<file path="src/rtl/rmj_pkg.sv">
// Shared constants, types and helpers for the range median-jump EMA filter.
// Used by every module in the rtl folder; has no dependencies of its own.

package rmj_pkg;

    // Geometry
    localparam int WIN_DEPTH    = 8;    // frames kept per anchor
    localparam int ANCHOR_SLOTS = 8;    // anchor distance lanes per frame
    localparam int DIST_W       = 16;
    localparam int ROW_W        = $clog2(WIN_DEPTH);
    localparam int ANC_W        = (ANCHOR_SLOTS > 1) ? $clog2(ANCHOR_SLOTS) : 1;
    localparam int CNT_W        = $clog2(WIN_DEPTH + 1);
    localparam int ACNT_W       = $clog2(ANCHOR_SLOTS + 1);
    localparam int FH_W         = 4;
    localparam int MEM_AW       = ANC_W + ROW_W;
    localparam int MEM_DEPTH    = 1 << MEM_AW;

    // Filter behavior
    localparam int WARM_FRAMES  = 3;    // frames_held below this passes raw data
    localparam int MIN_HIST     = 2;    // fewest valid entries for a median

    // Moving average fixed point
    localparam int FRAC_W       = 8;
    localparam int EMA_W        = DIST_W + FRAC_W;
    localparam int ALPHA_W      = 9;
    localparam int ALPHA_ONE    = 1 << FRAC_W;
    localparam int PROD_W       = ALPHA_W + EMA_W;

    // Register port
    localparam int PADDR_W      = 4;
    localparam int PDATA_W      = 32;
    localparam int AIU_W        = 4;
    localparam int AIU_RST      = 8;
    localparam int JUMP_RST     = 500;
    localparam int ALPHA_RST    = 128;
    localparam int VMAX_RST     = 50000;

    typedef logic [DIST_W-1:0] dist_t;

    typedef enum logic [1:0] {
        REG_ANCHORS   = 2'd0,
        REG_MAX_JUMP  = 2'd1,
        REG_ALPHA     = 2'd2,
        REG_VALID_MAX = 2'd3
    } cfg_reg_t;

    typedef enum logic [1:0] {
        ST_IDLE,
        ST_RUN,
        ST_DRAIN,
        ST_DONE
    } seq_state_t;

    // Insert command broadcast along the sorting chain
    typedef struct packed {
        logic  ins;
        logic  restart;
        dist_t value;
    } sort_ctl_t;

    // Sorted window summary
    typedef struct packed {
        logic [CNT_W-1:0] count;
        dist_t            median;
    } sort_res_t;

    // Moving average request and response
    typedef struct packed {
        logic             vld;
        logic [ANC_W-1:0] anc;
        dist_t            reading;
    } ema_req_t;

    typedef struct packed {
        logic             vld;
        logic [ANC_W-1:0] anc;
        dist_t            value;
        logic             busy;
    } ema_rsp_t;

    // A reading is usable when nonzero and below the valid bound
    function automatic logic is_valid(input dist_t d, input dist_t vmax);
        return (d != '0) && (d < vmax);
    endfunction

endpackage

</file>
<file path="src/rtl/rmj_sort_cell.sv">
// One cell of the insertion sorting chain: holds one window entry.
// Depends on rmj_pkg for the distance type and the insert command struct.

module rmj_sort_cell (
    input  logic              clk,
    input  logic              rst_n,
    input  rmj_pkg::sort_ctl_t ctl,
    input  logic              left_gt,
    input  rmj_pkg::dist_t    left_val,
    input  logic              left_occ,
    output logic              gt,
    output rmj_pkg::dist_t    val,
    output logic              occ
);

    rmj_pkg::dist_t val_reg;
    logic           occ_reg;

    // a restart empties the chain before the new value goes in
    assign occ = occ_reg & ~ctl.restart;
    assign gt  = ~occ | (ctl.value < val_reg);
    assign val = val_reg;

    // occupancy: take the left neighbor's entry when it also shifts, else the new one
    always_ff @(posedge clk or negedge rst_n)
    begin
        if (!rst_n)
        begin
            occ_reg <= 1'b0;
        end
        else if (ctl.ins && gt)
        begin
            occ_reg <= left_gt ? left_occ : 1'b1;
        end
        else if (ctl.restart)
        begin
            occ_reg <= 1'b0;
        end
    end

    // value
    always_ff @(posedge clk)
    begin
        if (ctl.ins && gt)
        begin
            val_reg <= left_gt ? left_val : ctl.value;
        end
    end

endmodule

</file>
<file path="src/rtl/rmj_sorter.sv">
// Chain of sort cells kept in ascending order, plus entry count and median.
// Depends on rmj_pkg and rmj_sort_cell.

module rmj_sorter (
    input  logic                clk,
    input  logic                rst_n,
    input  rmj_pkg::sort_ctl_t  ctl,
    output rmj_pkg::sort_res_t  res
);

    logic                 gt_w  [rmj_pkg::WIN_DEPTH];
    logic                 occ_w [rmj_pkg::WIN_DEPTH];
    rmj_pkg::dist_t       val_w [rmj_pkg::WIN_DEPTH];
    logic [rmj_pkg::CNT_W-1:0] cnt_reg;

    logic [rmj_pkg::ROW_W-1:0]  hi_idx;
    logic [rmj_pkg::ROW_W-1:0]  lo_idx;
    logic [rmj_pkg::DIST_W:0]   mid_sum;

    // the row of cells; cell 0 holds the smallest entry
    for (genvar k = 0; k < rmj_pkg::WIN_DEPTH; k++)
    begin : g_cell
        if (k == 0)
        begin : g_head
            rmj_sort_cell u_cell (
                .clk      (clk),
                .rst_n    (rst_n),
                .ctl      (ctl),
                .left_gt  (1'b0),
                .left_val ('0),
                .left_occ (1'b0),
                .gt       (gt_w[k]),
                .val      (val_w[k]),
                .occ      (occ_w[k])
            );
        end
        else
        begin : g_body
            rmj_sort_cell u_cell (
                .clk      (clk),
                .rst_n    (rst_n),
                .ctl      (ctl),
                .left_gt  (gt_w[k-1]),
                .left_val (val_w[k-1]),
                .left_occ (occ_w[k-1]),
                .gt       (gt_w[k]),
                .val      (val_w[k]),
                .occ      (occ_w[k])
            );
        end
    end

    // number of valid entries held
    always_ff @(posedge clk or negedge rst_n)
    begin
        if (!rst_n)
        begin
            cnt_reg <= '0;
        end
        else if (ctl.ins)
        begin
            cnt_reg <= (ctl.restart ? '0 : cnt_reg) + 1'b1;
        end
        else if (ctl.restart)
        begin
            cnt_reg <= '0;
        end
    end

    // median: middle entry, or floor mean of the two middle entries
    always_comb
    begin
        hi_idx     = rmj_pkg::ROW_W'(cnt_reg >> 1);
        lo_idx     = hi_idx - 1'b1;
        mid_sum    = {1'b0, val_w[hi_idx]} + {1'b0, val_w[lo_idx]};
        res.count  = cnt_reg;
        res.median = cnt_reg[0] ? val_w[hi_idx] : mid_sum[rmj_pkg::DIST_W:1];
    end

endmodule

</file>
<file path="src/rtl/rmj_ema.sv">
// Per-anchor exponential moving average, 16.8 fixed point, three stages.
// Depends on rmj_pkg for widths and the request/response structs.

module rmj_ema (
    input  logic                        clk,
    input  logic                        rst_n,
    input  rmj_pkg::ema_req_t           req,
    input  logic [rmj_pkg::ALPHA_W-1:0] alpha,
    output rmj_pkg::ema_rsp_t           rsp
);

    localparam int EW = rmj_pkg::EMA_W;
    localparam int PW = rmj_pkg::PROD_W;
    localparam int FW = rmj_pkg::FRAC_W;

    logic [EW-1:0] sv_reg     [rmj_pkg::ANCHOR_SLOTS];
    logic          seeded_reg [rmj_pkg::ANCHOR_SLOTS];

    logic [rmj_pkg::ALPHA_W-1:0] alpha_eff;
    logic [EW-1:0]               target;
    logic [EW-1:0]               cur;
    logic                        up;
    logic [EW-1:0]               diff;

    // stage 1: difference to the target
    logic                        e1_vld_reg;
    logic [rmj_pkg::ANC_W-1:0]   e1_anc_reg;
    logic                        e1_seed_reg;
    logic                        e1_up_reg;
    logic [EW-1:0]               e1_diff_reg;
    logic [EW-1:0]               e1_cur_reg;
    logic [EW-1:0]               e1_target_reg;
    logic [rmj_pkg::ALPHA_W-1:0] e1_alpha_reg;

    // stage 2: scaled step
    logic                        e2_vld_reg;
    logic [rmj_pkg::ANC_W-1:0]   e2_anc_reg;
    logic                        e2_seed_reg;
    logic                        e2_up_reg;
    logic [PW-1:0]               e2_prod_reg;
    logic [EW-1:0]               e2_cur_reg;
    logic [EW-1:0]               e2_target_reg;

    logic [PW:0]                 round_sum;
    logic [EW+1:0]               step_up;
    logic [EW+1:0]               step_dn;
    logic [EW+1:0]               sum_full;
    logic [EW-1:0]               new_val;

    // gain saturates at one
    always_comb
    begin
        alpha_eff = (alpha > rmj_pkg::ALPHA_W'(rmj_pkg::ALPHA_ONE))
                  ? rmj_pkg::ALPHA_W'(rmj_pkg::ALPHA_ONE) : alpha;
        target    = {req.reading, {FW{1'b0}}};
        cur       = sv_reg[req.anc];
        up        = (target >= cur);
        diff      = up ? (target - cur) : (cur - target);
    end

    always_ff @(posedge clk or negedge rst_n)
    begin
        if (!rst_n)
        begin
            e1_vld_reg <= 1'b0;
            e2_vld_reg <= 1'b0;
        end
        else
        begin
            e1_vld_reg <= req.vld;
            e2_vld_reg <= e1_vld_reg;
        end
    end

    always_ff @(posedge clk)
    begin
        e1_anc_reg    <= req.anc;
        e1_seed_reg   <= ~seeded_reg[req.anc];
        e1_up_reg     <= up;
        e1_diff_reg   <= diff;
        e1_cur_reg    <= cur;
        e1_target_reg <= target;
        e1_alpha_reg  <= alpha_eff;

        e2_anc_reg    <= e1_anc_reg;
        e2_seed_reg   <= e1_seed_reg;
        e2_up_reg     <= e1_up_reg;
        e2_prod_reg   <= PW'(e1_alpha_reg) * PW'(e1_diff_reg);
        e2_cur_reg    <= e1_cur_reg;
        e2_target_reg <= e1_target_reg;
    end

    // stage 3: step toward target; downward steps round toward minus infinity
    always_comb
    begin
        round_sum = {1'b0, e2_prod_reg} + (PW+1)'(rmj_pkg::ALPHA_ONE - 1);
        step_up   = (EW+2)'(e2_prod_reg[PW-1:FW]);
        step_dn   = (EW+2)'(round_sum[PW:FW]);
        if (e2_up_reg)
        begin
            sum_full = (EW+2)'(e2_cur_reg) + step_up;
        end
        else
        begin
            sum_full = (EW+2)'(e2_cur_reg) - step_dn;
        end
        new_val = e2_seed_reg ? e2_target_reg : sum_full[EW-1:0];
    end

    // per-anchor state
    always_ff @(posedge clk or negedge rst_n)
    begin
        if (!rst_n)
        begin
            for (int a = 0; a < rmj_pkg::ANCHOR_SLOTS; a++)
            begin
                sv_reg[a]     <= '0;
                seeded_reg[a] <= 1'b0;
            end
        end
        else if (e2_vld_reg)
        begin
            sv_reg[e2_anc_reg]     <= new_val;
            seeded_reg[e2_anc_reg] <= 1'b1;
        end
    end

    assign rsp.vld   = e2_vld_reg;
    assign rsp.anc   = e2_anc_reg;
    assign rsp.value = new_val[EW-1:FW];
    assign rsp.busy  = e1_vld_reg | e2_vld_reg;

endmodule

</file>
<file path="src/rtl/range_median_jump_ema_filter_unit.sv">
// Top level of the range median-jump EMA filter: register port, sequencer,
// window memory and result registers. Depends on rmj_pkg, rmj_sorter, rmj_ema.

// A frame is accepted in idle, then each of the N active anchors (N being the
// active anchor count) is handled in turn: the new reading and the seven older
// window entries are fed, one per cycle from the single read port of the window
// memory, into the sorting chain. The median and moving average stages then drain,
// and the frame is handed to the output register. A finished frame
// waits in the output register, so the next frame can be taken while it is
// still unread. Warm-up frames and frames with no active anchor take the same
// sequence (or only the drain) and return readings unchanged.

module range_median_jump_ema_filter_unit (
    input  logic                          clk,
    input  logic                          rst_n,
    // register port
    input  logic                          psel,
    input  logic                          penable,
    input  logic                          pwrite,
    input  logic [rmj_pkg::PADDR_W-1:0]   paddr,
    input  logic [rmj_pkg::PDATA_W-1:0]   pwdata,
    output logic [rmj_pkg::PDATA_W-1:0]   prdata,
    output logic                          pready,
    // input frames
    input  logic                          in_valid,
    output logic                          in_ready,
    input  logic [rmj_pkg::DIST_W-1:0]    dist_a0,
    input  logic [rmj_pkg::DIST_W-1:0]    dist_a1,
    input  logic [rmj_pkg::DIST_W-1:0]    dist_a2,
    input  logic [rmj_pkg::DIST_W-1:0]    dist_a3,
    input  logic [rmj_pkg::DIST_W-1:0]    dist_a4,
    input  logic [rmj_pkg::DIST_W-1:0]    dist_a5,
    input  logic [rmj_pkg::DIST_W-1:0]    dist_a6,
    input  logic [rmj_pkg::DIST_W-1:0]    dist_a7,
    // filtered frames
    output logic                          out_valid,
    input  logic                          out_ready,
    output logic [rmj_pkg::DIST_W-1:0]    filt_a0,
    output logic [rmj_pkg::DIST_W-1:0]    filt_a1,
    output logic [rmj_pkg::DIST_W-1:0]    filt_a2,
    output logic [rmj_pkg::DIST_W-1:0]    filt_a3,
    output logic [rmj_pkg::DIST_W-1:0]    filt_a4,
    output logic [rmj_pkg::DIST_W-1:0]    filt_a5,
    output logic [rmj_pkg::DIST_W-1:0]    filt_a6,
    output logic [rmj_pkg::DIST_W-1:0]    filt_a7
);

    localparam int RW = rmj_pkg::ROW_W;
    localparam int AW = rmj_pkg::ANC_W;
    localparam int NA = rmj_pkg::ANCHOR_SLOTS;

    // ---------------- configuration registers ----------------
    logic [rmj_pkg::AIU_W-1:0]   cfg_anchors_reg;
    rmj_pkg::dist_t              cfg_max_jump_reg;
    logic [rmj_pkg::ALPHA_W-1:0] cfg_alpha_reg;
    rmj_pkg::dist_t              cfg_valid_max_reg;
    logic                        cfg_wr;

    assign pready = 1'b1;
    assign cfg_wr = psel & penable & pwrite;

    always_ff @(posedge clk or negedge rst_n)
    begin
        if (!rst_n)
        begin
            cfg_anchors_reg   <= rmj_pkg::AIU_W'(rmj_pkg::AIU_RST);
            cfg_max_jump_reg  <= rmj_pkg::DIST_W'(rmj_pkg::JUMP_RST);
            cfg_alpha_reg     <= rmj_pkg::ALPHA_W'(rmj_pkg::ALPHA_RST);
            cfg_valid_max_reg <= rmj_pkg::DIST_W'(rmj_pkg::VMAX_RST);
        end
        else if (cfg_wr)
        begin
            case (rmj_pkg::cfg_reg_t'(paddr[3:2]))
                rmj_pkg::REG_ANCHORS:   cfg_anchors_reg   <= pwdata[rmj_pkg::AIU_W-1:0];
                rmj_pkg::REG_MAX_JUMP:  cfg_max_jump_reg  <= pwdata[rmj_pkg::DIST_W-1:0];
                rmj_pkg::REG_ALPHA:     cfg_alpha_reg     <= pwdata[rmj_pkg::ALPHA_W-1:0];
                rmj_pkg::REG_VALID_MAX: cfg_valid_max_reg <= pwdata[rmj_pkg::DIST_W-1:0];
                default: ;
            endcase
        end
    end

    // register readback
    always_comb
    begin
        case (rmj_pkg::cfg_reg_t'(paddr[3:2]))
            rmj_pkg::REG_ANCHORS:   prdata = rmj_pkg::PDATA_W'(cfg_anchors_reg);
            rmj_pkg::REG_MAX_JUMP:  prdata = rmj_pkg::PDATA_W'(cfg_max_jump_reg);
            rmj_pkg::REG_ALPHA:     prdata = rmj_pkg::PDATA_W'(cfg_alpha_reg);
            rmj_pkg::REG_VALID_MAX: prdata = rmj_pkg::PDATA_W'(cfg_valid_max_reg);
            default:                prdata = '0;
        endcase
    end

    // ---------------- frame state ----------------
    rmj_pkg::seq_state_t           state_reg, state_next;
    logic [AW-1:0]                 anc_reg;
    logic [RW-1:0]                 slot_reg;
    logic [rmj_pkg::ACNT_W-1:0]    count_reg;
    logic [rmj_pkg::ACNT_W-1:0]    count_calc;
    logic [rmj_pkg::FH_W-1:0]      frames_held_reg;
    logic [rmj_pkg::FH_W-1:0]      fh_old_reg;
    logic [rmj_pkg::FH_W-1:0]      fh_new;
    logic                          full_reg;
    logic                          warm_reg;
    rmj_pkg::dist_t                dist_reg [NA];
    rmj_pkg::dist_t                res_reg  [NA];
    rmj_pkg::dist_t                filt_reg [NA];
    logic [RW-1:0]                 head_reg [NA];
    logic [RW-1:0]                 head_inc;
    logic                          out_valid_reg, out_valid_next;
    rmj_pkg::dist_t                dist_in [NA];
    rmj_pkg::ema_rsp_t             ema_rsp;

    logic                          accept;
    logic                          issue;
    logic                          load_out;
    logic                          slot_last;
    logic                          anc_last;
    logic                          pipe_busy;

    assign dist_in[0] = dist_a0;
    assign dist_in[1] = dist_a1;
    assign dist_in[2] = dist_a2;
    assign dist_in[3] = dist_a3;
    assign dist_in[4] = dist_a4;
    assign dist_in[5] = dist_a5;
    assign dist_in[6] = dist_a6;
    assign dist_in[7] = dist_a7;

    // anchor count saturates at the lane count
    always_comb
    begin
        count_calc = (cfg_anchors_reg > rmj_pkg::AIU_W'(NA))
                   ? rmj_pkg::ACNT_W'(NA) : rmj_pkg::ACNT_W'(cfg_anchors_reg);
        fh_new     = (frames_held_reg == rmj_pkg::FH_W'(rmj_pkg::WIN_DEPTH))
                   ? frames_held_reg : frames_held_reg + 1'b1;
        slot_last  = (slot_reg == RW'(rmj_pkg::WIN_DEPTH - 1));
        anc_last   = ((rmj_pkg::ACNT_W'(anc_reg) + 1'b1) == count_reg);
    end

    // ---------------- sequencer ----------------
    always_comb
    begin
        state_next = state_reg;
        accept     = 1'b0;
        issue      = 1'b0;
        load_out   = 1'b0;
        in_ready   = 1'b0;
        case (state_reg)
            rmj_pkg::ST_IDLE:
            begin
                in_ready = 1'b1;
                if (in_valid)
                begin
                    accept     = 1'b1;
                    state_next = (count_calc == '0) ? rmj_pkg::ST_DRAIN : rmj_pkg::ST_RUN;
                end
            end
            rmj_pkg::ST_RUN:
            begin
                issue = 1'b1;
                if (slot_last && anc_last)
                begin
                    state_next = rmj_pkg::ST_DRAIN;
                end
            end
            rmj_pkg::ST_DRAIN:
            begin
                if (!pipe_busy)
                begin
                    state_next = rmj_pkg::ST_DONE;
                end
            end
            rmj_pkg::ST_DONE:
            begin
                if (!out_valid_reg || out_ready)
                begin
                    load_out   = 1'b1;
                    state_next = rmj_pkg::ST_IDLE;
                end
            end
            default:
            begin
                state_next = rmj_pkg::ST_IDLE;
            end
        endcase
    end

    always_comb
    begin
        if (load_out)
        begin
            out_valid_next = 1'b1;
        end
        else if (out_ready)
        begin
            out_valid_next = 1'b0;
        end
        else
        begin
            out_valid_next = out_valid_reg;
        end
    end

    // control registers
    always_ff @(posedge clk or negedge rst_n)
    begin
        if (!rst_n)
        begin
            state_reg       <= rmj_pkg::ST_IDLE;
            out_valid_reg   <= 1'b0;
            frames_held_reg <= '0;
            anc_reg         <= '0;
            slot_reg        <= '0;
            for (int a = 0; a < NA; a++)
            begin
                head_reg[a] <= '0;
            end
        end
        else
        begin
            state_reg     <= state_next;
            out_valid_reg <= out_valid_next;
            if (accept)
            begin
                frames_held_reg <= fh_new;
                anc_reg         <= '0;
                slot_reg        <= '0;
            end
            else if (issue)
            begin
                if (slot_last)
                begin
                    slot_reg <= '0;
                    anc_reg  <= anc_reg + 1'b1;
                end
                else
                begin
                    slot_reg <= slot_reg + 1'b1;
                end
            end
            // oldest row moves on once the window is full, after the anchor's reads
            if (issue && slot_last && full_reg)
            begin
                head_reg[anc_reg] <= head_inc;
            end
        end
    end

    // frame payload and per-frame flags
    always_ff @(posedge clk)
    begin
        if (accept)
        begin
            count_reg  <= count_calc;
            fh_old_reg <= frames_held_reg;
            full_reg   <= (frames_held_reg == rmj_pkg::FH_W'(rmj_pkg::WIN_DEPTH));
            warm_reg   <= (fh_new < rmj_pkg::FH_W'(rmj_pkg::WARM_FRAMES));
            for (int a = 0; a < NA; a++)
            begin
                dist_reg[a] <= dist_in[a];
                res_reg[a]  <= dist_in[a];
            end
        end
        else if (ema_rsp.vld)
        begin
            res_reg[ema_rsp.anc] <= ema_rsp.value;
        end
        if (load_out)
        begin
            for (int a = 0; a < NA; a++)
            begin
                filt_reg[a] <= res_reg[a];
            end
        end
    end

    // ---------------- window memory ----------------
    rmj_pkg::dist_t              hist_mem [rmj_pkg::MEM_DEPTH];
    rmj_pkg::dist_t              rd_data_reg;
    rmj_pkg::dist_t              cur_dist;
    logic [RW-1:0]               wr_row;
    logic [RW-1:0]               rd_row;
    logic [RW:0]                 row_sum;
    logic [RW:0]                 head_sum;
    logic                        rd_use;

    // physical rows: write row is the oldest (full) or the next free one
    always_comb
    begin
        cur_dist = dist_reg[anc_reg];
        wr_row   = full_reg ? head_reg[anc_reg] : fh_old_reg[RW-1:0];
        row_sum  = {1'b0, wr_row} + (RW+1)'(slot_reg);
        rd_row   = (row_sum >= (RW+1)'(rmj_pkg::WIN_DEPTH))
                 ? RW'(row_sum - (RW+1)'(rmj_pkg::WIN_DEPTH)) : row_sum[RW-1:0];
        head_sum = {1'b0, head_reg[anc_reg]} + 1'b1;
        head_inc = (head_sum == (RW+1)'(rmj_pkg::WIN_DEPTH)) ? '0 : head_sum[RW-1:0];
        rd_use   = full_reg || (rmj_pkg::FH_W'(rd_row) < fh_old_reg);
    end

    always_ff @(posedge clk)
    begin
        if (issue && slot_reg == '0)
        begin
            hist_mem[{anc_reg, wr_row}] <= cur_dist;
        end
        rd_data_reg <= hist_mem[{anc_reg, rd_row}];
    end

    // ---------------- feed stage into the sorting chain ----------------
    logic               s1_vld_reg;
    logic               s1_first_reg;
    logic               s1_last_reg;
    logic               s1_use_reg;
    logic [AW-1:0]      s1_anc_reg;
    rmj_pkg::dist_t     s1_raw_reg;
    rmj_pkg::dist_t     feed_val;
    rmj_pkg::sort_ctl_t sort_ctl;
    rmj_pkg::sort_res_t sort_res;

    logic               sd_vld_reg;
    logic [AW-1:0]      sd_anc_reg;
    rmj_pkg::dist_t     raw_hold_reg;

    logic               m_vld_reg;
    logic               m_ok_reg;
    logic [AW-1:0]      m_anc_reg;
    rmj_pkg::dist_t     m_med_reg;
    rmj_pkg::dist_t     m_raw_reg;

    always_ff @(posedge clk or negedge rst_n)
    begin
        if (!rst_n)
        begin
            s1_vld_reg <= 1'b0;
            sd_vld_reg <= 1'b0;
            m_vld_reg  <= 1'b0;
        end
        else
        begin
            s1_vld_reg <= issue;
            sd_vld_reg <= s1_vld_reg & s1_last_reg;
            m_vld_reg  <= sd_vld_reg;
        end
    end

    always_ff @(posedge clk)
    begin
        s1_first_reg <= (slot_reg == '0);
        s1_last_reg  <= slot_last;
        s1_use_reg   <= (slot_reg == '0) | rd_use;
        s1_anc_reg   <= anc_reg;
        s1_raw_reg   <= cur_dist;
        sd_anc_reg   <= s1_anc_reg;
        if (s1_vld_reg && s1_first_reg)
        begin
            raw_hold_reg <= s1_raw_reg;
        end
        m_anc_reg <= sd_anc_reg;
        m_med_reg <= sort_res.median;
        m_ok_reg  <= (sort_res.count >= rmj_pkg::CNT_W'(rmj_pkg::MIN_HIST));
        m_raw_reg <= raw_hold_reg;
    end

    // first slot carries the new reading, the rest come from memory
    always_comb
    begin
        feed_val         = s1_first_reg ? s1_raw_reg : rd_data_reg;
        sort_ctl.value   = feed_val;
        sort_ctl.restart = s1_vld_reg & s1_first_reg;
        sort_ctl.ins     = s1_vld_reg & s1_use_reg
                         & rmj_pkg::is_valid(feed_val, cfg_valid_max_reg);
    end

    rmj_sorter u_sorter (
        .clk   (clk),
        .rst_n (rst_n),
        .ctl   (sort_ctl),
        .res   (sort_res)
    );

    // ---------------- jump check ----------------
    rmj_pkg::dist_t     dev;
    rmj_pkg::ema_req_t  ema_req;

    always_comb
    begin
        dev             = (m_raw_reg > m_med_reg) ? (m_raw_reg - m_med_reg)
                                                  : (m_med_reg - m_raw_reg);
        ema_req.vld     = m_vld_reg & m_ok_reg & ~warm_reg
                        & rmj_pkg::is_valid(m_raw_reg, cfg_valid_max_reg);
        ema_req.anc     = m_anc_reg;
        ema_req.reading = (dev > cfg_max_jump_reg) ? m_med_reg : m_raw_reg;
    end

    rmj_ema u_ema (
        .clk   (clk),
        .rst_n (rst_n),
        .req   (ema_req),
        .alpha (cfg_alpha_reg),
        .rsp   (ema_rsp)
    );

    assign pipe_busy = s1_vld_reg | sd_vld_reg | m_vld_reg | ema_rsp.busy | ema_rsp.vld;

    // ---------------- outputs ----------------
    assign out_valid = out_valid_reg;
    assign filt_a0   = filt_reg[0];
    assign filt_a1   = filt_reg[1];
    assign filt_a2   = filt_reg[2];
    assign filt_a3   = filt_reg[3];
    assign filt_a4   = filt_reg[4];
    assign filt_a5   = filt_reg[5];
    assign filt_a6   = filt_reg[6];
    assign filt_a7   = filt_reg[7];

endmodule

</file>
<file path="config.mk">
export PLATFORM = sky130hd
export DESIGN_NAME = range_median_jump_ema_filter_unit
export DESIGN_NICKNAME = d
export VERILOG_FILES = /design/src/rtl/rmj_pkg.sv /design/src/rtl/rmj_sort_cell.sv /design/src/rtl/rmj_sorter.sv /design/src/rtl/rmj_ema.sv /design/src/rtl/range_median_jump_ema_filter_unit.sv
export SDC_FILE = /design/constraint.sdc
export NUM_CORES = 2
export LEC_CHECK = 0
export BUFFER_PORTS_ARGS = -buffer_cell sky130_fd_sc_hd__buf_2
export CORE_ASPECT_RATIO = 0.7
export CORE_MARGIN = 4
export CORE_UTILIZATION = 45
export DETAILED_ROUTE_END_ITERATION = 8
export GPL_TIMING_DRIVEN = 0
export PLACE_DENSITY = 0.58
export SLEW_MARGIN = 20
export SYNTH_ARGS = -nofsm -noshare
export SYNTH_HDL_FRONTEND = slang
export SYNTH_SLANG_ARGS = --single-unit
</file>
<file path="constraint.sdc">
create_clock -name clk -period 11.7 [get_ports clk]
set_input_delay 1.17 -clock clk [delete_from_list [all_inputs] [get_ports clk]]
set_output_delay 1.17 -clock clk [all_outputs]
set_load 0.1 [all_outputs]
</file>
==> flow_summary.toml <==
[route]
wl_per_cell_um = 28.4
drtPass1Iterations = 5
wl_mm = 292
vias = 60400
routed_via_density = 5.89
drc = 0
drt-initial-drc-count = 7433
detail-route-antenna-nets = 0

[worst_hold_path]
holdCritPathClass = "reg -> reg"
hold_start = "u_ema.e1_target_reg[14]"

[clock_tree]
cts_setup_buffers = 0
cts_resized = 0
cts_tree = "done"
root_buffer = "clkbuf_16"
htreeDepth = 4
clock_latency_ns = 0.88
cts_made_buffers = 204
numClockSinks = 2092
cts_hold_buf = 0
clockBufferDepth = 4
cts.clk_slew.worst_paths_ns = 0.06

[critical_path]
crit_path_start_kind = "flip-flop"
worstSetupPathType = "reg -> reg"
cp.required_ns = 12.42
cp_common_cell = "a21o_1"
startpoint = "m_raw_reg[0]"
cp_max_fo = 10
slowest_delay_ns = 0.65
regToRegStartpoint = "m_raw_reg[0]"
endpoint_kind = "flip-flop"
arrival_ns = 10.95
crit_path_top_delay_cell = "o41ai_1"

[final_layout]
largest_reg_flops = 1024
final_area_um2 = 109000
fill_cells = 17500
finalNonFillerCells = 10300
register_area_um2 = 59000
multi_input_area_um2 = 33900
areaGrowthSynthToFinish_pct = 14.3
drive_above_1_share = 0.192
fin_util = 0.517
nets = 7967

[placed_design]
gp_congestion = 0.922
dpl_cell_area_um2 = 103000
hpwl_mm = 215
port_buffers = 297
dpl.cell_count = 9881

[grt]
grt_pass1_wl_mm = 419
grtUsageMet3 = 0.0596
grt-ovfl-total = 0
grt_max_degree = 71
use_met1 = 0.402
met2_usage = 0.376
grt_pass1_vias = 58800
busiest_layer = "met1"
grtUsageTotal = 0.262
antenna_found_initial = 24

[power_and_ir_drop]
power.density_nw_per_um2 = 287
p_sw_uw = 13000
p_int_uw = 18300
p_comb_frac = 0.481
switching_share = 0.414
pwr-share-seq = 0.311
pwr-share-clk = 0.208
p_leak_uw = 0.0414
p_total_uw = 31300
peakVddDrop_uv = 227

[sta]
rsz0062_at_grt = "false"
fmax_mhz = 97.7
tns_ns = 0
relSlewSlack = 0.133
period_share = 0.875
fin_skew_ns = 0.124
hold_viol = 0
worst_pin_slew_ns = 1.30
post-route-min-period_ns = 10.24
setup_violations = 0
slew_viol_final = 0

[floorplan]
pin_count = 334
die_w_um = 559
start_util = 0.453
core_region_area_um2 = 211000
die_h_um = 393
num_rows = 141
dieArea_um2 = 220000

[synthesis]
synth_cell_types = 101
synth_flop_cell = "edfxtp_1"
synth-async-reset-ratio = 0.143
synth_area_um2 = 95500
synth_edf_count = 1562
syn_avg_cell_area_um2 = 14.3
yosys_warnings = 0
synthCells = 6666
seq_area_frac_synth = 0.618
yosys_register_bits = 2092

[run]
cap_violations = 0

[outcome]
status = "complete, no violations"
cell families after synthesis:
family | after synthesis | synth area share
flip-flops | 2092 | 0.618
other | 2 | 0.0000786
buffers and inverters | 773 | 0.0320
XOR/XNOR | 129 | 0.0118
multiplexers | 711 | 0.126
AND/OR/NAND/NOR | 1346 | 0.0642
AO/OA/AOI/OAI | 1117 | 0.0708
adder cells (fa/ha/maj) | 496 | 0.0775
power by group through the flow:
stage	registers, uW	clock network [uW]	logic, uW
floorplan	10600	0	9350
global placement	10000	0	14500
detailed placement	9900	0	14900
CTS	9750	6610	15000
global route	9820	6930	16200
finish	9750	6510	15100
worst max-delay path, delay by kind of cell, from the launching register on:
kind / cells / cell delay, ns
AOI/OAI and AO/OA: 23 / 4.99
buffers and inverters: 7 / 2.21
adders and majority gates: 4 / 1.15
muxes: 1 / 0.61
xor gates and xnor gates: 2 / 0.45
DFF: 1 / 0.40
and+or+nand+nor: 4 / 0.33
cells in the mapped netlist (44+ instances only):
master       n  area share
nor2_1     406       0.016
o22ai_1     67      0.0044
xor2_1      48      0.0044
and2_1      84      0.0055
mux2_2     117       0.014
a21oi_1    350       0.018
fa_1       160       0.034
nor2b_1     62      0.0041
xnor2_1     81      0.0074
ha_1       336       0.044
edfxtp_1  1562        0.49
mux2i_1    215       0.023
o21ai_0    334       0.017
a22oi_1     52      0.0041
mux4_2     376       0.089
nand2_1    514       0.020
dfxtp_1    231       0.048
inv_1      410       0.016
nand3_1     44      0.0023
dfrtp_1    285       0.075
nor3_1      50      0.0026
clkbuf_1   265       0.010
a21o_1      99      0.0078
layout by cell type, fill, tap and decap left out, drive strengths merged, types with 160 or more instances in the layout:
cell / instances
a21oi: 361
buf: 500
clkbuf: 552
dfrtp: 285
dfxtp: 231
edfxtp: 1562
fa: 160
ha: 336
inv: 417
mux2i: 217
mux4: 376
nand2: 514
nor2: 406
o21ai: 350
area by class of cell:
type	count	share of cell area
Clock buffer	283	0.0529
Sequential cell	2092	0.541
Buffer	356	0.0140
Antenna cell	15	0.000344
Timing Repair Buffer	413	0.0290
Clock inverter	82	0.00632
Tap cell	2788	0.0320
Multi-Input combinational cell	3816	0.310
Inverter	417	0.0144
through the flow:
step | worst slack [ns] | hold WS, ns
after global routing | 0.884 | 0.278
after detailed placement | 1.58 | 0.312
after global placement | 1.43 | 0.310
after floorplan | 3.72 | 0.310
final | 1.46 | 0.249
after CTS | 1.54 | 0.248
routing by layer:
metal	part of all wire	wire, um
met4	0.025	7260
met5	0.000075	22
met1	0.44	129000
met2	0.43	127000
met3	0.10	29600
final timing paths:
path	depth (start not counted)	slack [ns]	end
worst max-delay path	41	1.46	u_ema.e1_diff_reg[22]
worst min register to register	0	0.25	u_ema.e2_target_reg[14]
max in group asynchronous	3	10.30	m_vld_reg
min in group asynchronous	1	0.27	u_ema.sv_reg[120]
worst max register to register	41	1.46	u_ema.e1_diff_reg[22]
worst min-delay path	0	0.25	u_ema.e2_target_reg[14]
Power figures use the tool's default switching activity.
